$ cat src/rtl/core/ppq_pkg.sv
// Package for the process priority queue: sizes, the entry record, operation
// and cell command codes. Used by ppq_cell and process_priority_queue; no dependencies.
package ppq_pkg;

  localparam int QUEUE_DEPTH    = 32;
  localparam int PRIORITY_WIDTH = 8;
  localparam int ID_W           = 5;
  localparam int PRIO_PORT_W    = 8;
  localparam int COUNT_PORT_W   = 6;
  localparam int COUNT_W        = $clog2(QUEUE_DEPTH + 1);

  typedef logic [ID_W-1:0]           id_t;
  typedef logic [PRIORITY_WIDTH-1:0] prio_t;
  typedef logic [COUNT_W-1:0]        count_t;

  typedef enum logic [1:0] {
    MODE_INSERT    = 2'd0,
    MODE_POP_HEAD  = 2'd1,
    MODE_REMOVE_ID = 2'd2,
    MODE_PEEK      = 2'd3
  } mode_t;

  typedef enum logic [1:0] {
    CMD_HOLD = 2'd0,
    CMD_LOAD = 2'd1,
    CMD_PREV = 2'd2,
    CMD_NEXT = 2'd3
  } cmd_t;

  typedef struct packed {
    logic  valid;
    id_t   id;
    prio_t prio;
  } entry_t;

  typedef struct packed {
    logic ge;
    logic hit;
    logic first;
  } cell_flags_t;

endpackage

$ cat src/rtl/core/ppq_cell.sv
// One slot of the sorted queue: holds an entry and compares it with the
// incoming key. Depends on ppq_pkg.
module ppq_cell (
  input  logic                clk,
  input  logic                rst_n,
  input  ppq_pkg::cmd_t       cmd,
  input  ppq_pkg::entry_t     new_entry,
  input  ppq_pkg::entry_t     prev_entry,
  input  ppq_pkg::entry_t     next_entry,
  input  logic                hit_in,
  output ppq_pkg::entry_t     entry,
  output ppq_pkg::cell_flags_t flags
);
  import ppq_pkg::*;

  entry_t entry_r;
  entry_t entry_nxt;
  logic   match;

  assign match       = entry_r.valid && (entry_r.id == new_entry.id);
  assign flags.ge    = entry_r.valid && (entry_r.prio >= new_entry.prio);
  assign flags.hit   = hit_in | match;
  assign flags.first = match & ~hit_in;
  assign entry       = entry_r;

  always_comb begin
    case (cmd)
      CMD_LOAD: entry_nxt = new_entry;
      CMD_PREV: entry_nxt = prev_entry;
      CMD_NEXT: entry_nxt = next_entry;
      default:  entry_nxt = entry_r;
    endcase
  end

  always_ff @(posedge clk) begin
    if (!rst_n) begin
      entry_r <= '0;
    end else begin
      entry_r <= entry_nxt;
    end
  end

endmodule

$ cat src/rtl/core/process_priority_queue.sv
// Top level of the process priority queue: a row of ppq_cell slots with the
// control that steers them and the registered result port. Depends on ppq_pkg.
//
// The queue keeps process identifiers sorted by descending priority, with
// equal priorities served in arrival order. An item is taken at every clock
// edge with start high, and busy never rises, so one item can be given in
// every cycle. Its result appears on the out_ ports for exactly one cycle,
// marked by out_valid, in the cycle after the item was taken; the receiver
// must be ready for it then. Every slot compares itself with the incoming
// key and moves one place in the same cycle.
module process_priority_queue (
  input  logic                              clk,
  input  logic                              rst_n,
  input  logic                              start,
  output logic                              busy,
  input  logic [1:0]                        in_mode,
  input  logic [ppq_pkg::ID_W-1:0]          in_proc_id,
  input  logic [ppq_pkg::PRIO_PORT_W-1:0]   in_priority_req,
  output logic                              out_valid,
  output logic                              out_ok,
  output logic [ppq_pkg::ID_W-1:0]          out_id,
  output logic [ppq_pkg::PRIO_PORT_W-1:0]   out_priority,
  output logic                              out_is_empty,
  output logic [ppq_pkg::COUNT_PORT_W-1:0]  out_entry_count
);
  import ppq_pkg::*;

  entry_t      entries [QUEUE_DEPTH];
  entry_t      prev_of [QUEUE_DEPTH];
  entry_t      next_of [QUEUE_DEPTH];
  cell_flags_t flags   [QUEUE_DEPTH];
  logic        hit_in  [QUEUE_DEPTH];
  cmd_t        cmds    [QUEUE_DEPTH];
  entry_t      key;
  mode_t       mode;
  logic        accept;
  logic        full;
  logic        empty;
  logic        found;
  entry_t      found_entry;
  logic        res_ok;
  entry_t      res_entry;
  count_t      count_r;
  count_t      count_nxt;
  logic        out_valid_r;
  logic        out_ok_r;
  id_t         out_id_r;
  prio_t       out_prio_r;
  logic        out_empty_r;
  count_t      out_count_r;

  assign busy   = 1'b0;
  assign accept = start;
  assign mode   = mode_t'(in_mode);
  assign key.valid = 1'b1;
  assign key.id    = in_proc_id;
  assign key.prio  = prio_t'(in_priority_req);

  genvar g;
  generate
    for (g = 0; g < QUEUE_DEPTH; g++) begin : g_cell
      if (g == 0) begin : g_head
        assign prev_of[g] = '0;
        assign hit_in[g]  = 1'b0;
      end else begin : g_body
        assign prev_of[g] = entries[g-1];
        assign hit_in[g]  = flags[g-1].hit;
      end
      if (g == QUEUE_DEPTH - 1) begin : g_tail
        assign next_of[g] = '0;
      end else begin : g_inner
        assign next_of[g] = entries[g+1];
      end

      always_comb begin
        cmds[g] = CMD_HOLD;
        if (accept) begin
          unique case (mode)
            MODE_INSERT: begin
              if (!full && !flags[g].ge) begin
                if (g == 0) begin
                  cmds[g] = CMD_LOAD;
                end else if (flags[(g == 0) ? 0 : g-1].ge) begin
                  cmds[g] = CMD_LOAD;
                end else begin
                  cmds[g] = CMD_PREV;
                end
              end
            end
            MODE_POP_HEAD: begin
              if (!empty) begin
                cmds[g] = CMD_NEXT;
              end
            end
            MODE_REMOVE_ID: begin
              if (flags[g].hit) begin
                cmds[g] = CMD_NEXT;
              end
            end
            default: cmds[g] = CMD_HOLD;
          endcase
        end
      end

      ppq_cell u_cell (
        .clk        (clk),
        .rst_n      (rst_n),
        .cmd        (cmds[g]),
        .new_entry  (key),
        .prev_entry (prev_of[g]),
        .next_entry (next_of[g]),
        .hit_in     (hit_in[g]),
        .entry      (entries[g]),
        .flags      (flags[g])
      );
    end
  endgenerate

  assign full  = entries[QUEUE_DEPTH-1].valid;
  assign empty = ~entries[0].valid;
  assign found = flags[QUEUE_DEPTH-1].hit;

  always_comb begin
    found_entry = '0;
    for (int i = 0; i < QUEUE_DEPTH; i++) begin
      if (flags[i].first) begin
        found_entry = found_entry | entries[i];
      end
    end
  end

  always_comb begin
    res_ok    = 1'b0;
    res_entry = '0;
    count_nxt = count_r;
    unique case (mode)
      MODE_INSERT: begin
        if (!full) begin
          res_ok    = 1'b1;
          res_entry = key;
          count_nxt = count_r + count_t'(1);
        end
      end
      MODE_POP_HEAD: begin
        if (!empty) begin
          res_ok    = 1'b1;
          res_entry = entries[0];
          count_nxt = count_r - count_t'(1);
        end
      end
      MODE_REMOVE_ID: begin
        if (found) begin
          res_ok    = 1'b1;
          res_entry = found_entry;
          count_nxt = count_r - count_t'(1);
        end
      end
      default: begin
        if (!empty) begin
          res_ok    = 1'b1;
          res_entry = entries[0];
        end
      end
    endcase
  end

  always_ff @(posedge clk) begin
    if (!rst_n) begin
      count_r     <= '0;
      out_valid_r <= 1'b0;
    end else begin
      out_valid_r <= accept;
      if (accept) begin
        count_r <= count_nxt;
      end
    end
    if (accept) begin
      out_ok_r    <= res_ok;
      out_id_r    <= res_entry.id;
      out_prio_r  <= res_entry.prio;
      out_empty_r <= (count_nxt == '0);
      out_count_r <= count_nxt;
    end
  end

  assign out_valid       = out_valid_r;
  assign out_ok          = out_ok_r;
  assign out_id          = out_id_r;
  assign out_priority    = PRIO_PORT_W'(out_prio_r);
  assign out_is_empty    = out_empty_r;
  assign out_entry_count = COUNT_PORT_W'(out_count_r);

endmodule

$ cat config.mk
export PLATFORM = sky130hd
export DESIGN_NAME = process_priority_queue
export DESIGN_NICKNAME = d
export VERILOG_FILES = /design/src/rtl/core/ppq_pkg.sv /design/src/rtl/core/ppq_cell.sv /design/src/rtl/core/process_priority_queue.sv
export SDC_FILE = /design/constraint.sdc
export NUM_CORES = 2
export LEC_CHECK = 0
export BUFFER_PORTS_ARGS = -buffer_cell sky130_fd_sc_hd__buf_2
export CORE_ASPECT_RATIO = 0.75
export CORE_MARGIN = 5
export CORE_UTILIZATION = 45
export CTS_CLUSTER_SIZE = 24
export DETAILED_ROUTE_END_ITERATION = 12
export GPL_TIMING_DRIVEN = 0
export SETUP_SLACK_MARGIN = 0.1
export SYNTH_ARGS = -nofsm -noshare
export SYNTH_HDL_FRONTEND = slang
export SYNTH_HIERARCHICAL = 1
export SYNTH_SLANG_ARGS = --single-unit
$ cat constraint.sdc
create_clock -name clk -period 19.4 [get_ports clk]
set_clock_uncertainty 0.1 [all_clocks]
set_input_delay 2.91 -clock clk [delete_from_list [all_inputs] [get_ports clk]]
set_output_delay 2.91 -clock clk [all_outputs]
set_load 0.02 [all_outputs]
==> impl_metrics.yaml <==
yosys:
  ys.warnings.count: 6
  async_flop_share: 0
  netlist_area_mm2: 0.03708
  ys_ff_latch: 476
  synthCells: 3321
  synth_edf_count: 21
  synth-main-ff-cell: "dfxtp_1"
  synth.distinct_cells: 60
  ys_seq_area_frac: 0.2626
  avgSynthCellArea_um2: 11.17
timing:
  final.period_utilization: 0.6543
  final.min_clock_period_ns: 12.69
  tightest_slew_ns: 1.313
  finalMaxSlewViolations: 0
  final.setup.tns_ns: 0
  maxSlewHeadroom: 0.1244
  maxClockFrequency_mhz: 78.78
  rsz0062_at_grt: "false"
  timing.final.hold_violations: 0
  finalSetupViolations: 0
finish:
  area_growth_pct: 10.26
  n_fill_cell: 7458
  design.final.nets: 3762
  multiInputGateArea_mm2: 0.02479
  final_area_mm2: 0.04089
  final_cells: 4611
  final_common_cell: "dfxtp_1"
  post-route-util: 0.4988
  seqCellArea_mm2: 0.009739
  layout_common_cells: "dfxtp_1, and2_1, inv_1"
  drive_gt1_frac: 0.1342
drt:
  dr.pass1.iters: 6
  postRouteAntennaNets: 0
  vias: 31140
  wirelength_mm: 166.7
  viasPerCell: 6.753
  drcViolationCount: 0
  drt-initial-drc-count: 4309
  wl_per_cell_um: 36.16
clocking:
  cts_root_buf: "clkbuf_16"
  path_clk_slew_ns: 0.06
  cts.sinks: 476
  cts_buffer_depth: 3
  numCtsBuffers: 53
  htreeDepth: 2
  ctsHoldBuffers: 0
  cts_tree: "built"
  clk_latency_ns: 0.64
  ctsResizeCount: 0
  cts_setup_buffers: 0
worst_setup_path:
  cpMaxStageDelayCell: "clkbuf_1"
  critPathKind: "in2reg"
  startpoint_type: "primary input"
  slowest_delay_ns: 0.76
  critPathMaxFanout: 65
  end_kind: "flip-flop"
  crit_required_ns: 19.65
  arrival_ns: 12.94
  cpMostUsedCell: "nand2b_1"
global_route:
  grt_pass1_wl_mm: 230.5
  grt_pass1_vias: 28370
  grt_use_total: 0.3684
  overflow: 0
  grt_max_degree: 90
  antenna_found_initial: 20
power_and_ir_drop:
  p_leak_nw: 17.54
  vdd_ir_drop_max_uv: 65.14
  power_density_mw_per_mm2: 61.55
  power_mw: 2.517
place:
  post_dp_cell_area_mm2: 0.03911
  gp_congestion: 1.080
  dpl.hpwl_mm: 130.3
  io_buffer_count: 38
  dp_cells: 4500
floorplan:
  rows: 91
  coreArea_mm2: 0.08198
  initial_core_util: 0.4524
  die_area_mm2: 0.08831
  io_pins: 41
  die_w_um: 341.5
  die_y_um: 258.6
job:
  cap_violations: 0
min_path:
  hold_path.class: "reg2reg"
status:
  status: "finished clean"
## state kept, by name, summed over array words and instances, names as in the netlist
signal / cells
count_r: 6
g_cell.u_cell/entry: 448
out_entry_count: 6
out_id: 5
out_is_empty: 1
out_ok: 1
out_priority: 8
out_valid: 1
## cell type report
type | instances | area share
multi-input cells | 2389 | 0.6063
flip-flops and latches | 476 | 0.2382
plain buffers | 225 | 0.04122
clock buffers | 78 | 0.03798
well taps | 1069 | 0.03271
inverters | 292 | 0.02681
repair buffers | 49 | 0.01117
clock inverters | 22 | 0.004927
diodes | 11 | 0.0006732
## metrics by stage
stage | hold WS [ns] | setup WS (ns)
global route | 0.5912 | 6.665
finish | 0.5365 | 6.707
detailed placement | 0.5296 | 6.610
floorplan | 0.4781 | 9.649
global placement | 0.5368 | 5.946
CTS | 0.5377 | 7.184
## routing by layer
layer | share of wire | vias to the layer above | GRT usage
li1 | - | 13020 | -
met1 | 0.45 | 15890 | 0.5694
met2 | 0.41 | 1944 | 0.5187
met3 | 0.11 | 278 | 0.07586
met4 | 0.033 | 8 | 0.1067
met5 | 0.00034 | - | 0
## cell usage after synthesis (34+ instances only)
master      n  area, um2
nand2b_1   36      225.2
clkbuf_1  115      431.7
mux4_1    224       5886
a22oi_1   216       1622
mux4_2    224       5045
nor2_1     82      307.8
buf_6      35      394.1
inv_1     292       1096
xnor2_1    39      341.6
dfxtp_1   455       9109
a21oi_1   164      820.8
o21ai_0    50      250.2
nand4_1    49      306.5
nand3_1    36      180.2
buf_2      37      185.2
nand2_1    92      345.3
ha_1      258       3228
o21a_1     34      255.2
xor2_1    129       1130
nor4_1     46      287.8
and2_1    453       2834
## report_power, final
group	switching, mW	internal, mW	total [mW]
logic	0.199	0.178	0.378
clock network	0.456	0.595	1.05
registers	0.0753	1.01	1.09
total	0.730	1.79	2.52
## final timing paths
| check | cells after the start | slack, ns | endpoint | from |
|---|---|---|---|---|
| hold reg to reg | 2 | 0.54 | count_r[1] | count_r[1] |
| hold / removal | 2 | 0.54 | count_r[1] | count_r[1] |
| setup / recovery | 41 | 6.71 | out_priority[6] | in_proc_id[4] |
| setup reg to reg | 40 | 9.23 | out_priority[6] | g_cell[0].u_cell/entry[10] |
## kinds of logic after synthesis
logic type                 synth area share
buffers and inverters               0.07500
xor gates and xnor gates            0.03968
AOI/OAI and AO/OA                    0.1052
adders and majority gates           0.08705
other                             0.0002025
muxes                                0.2953
and+or+nand+nor                      0.1349
DFF                                  0.2626
## worst max-delay path: cells and delay by family
family | cells | cell delay [ns]
AOI/OAI and AO/OA | 2 | 0.96
xor gates and xnor gates | 1 | 0.20
buffers and inverters | 2 | 1.49
and+or+nand+nor | 36 | 7.30
No activity file was read; power rests on OpenSTA's default activity.
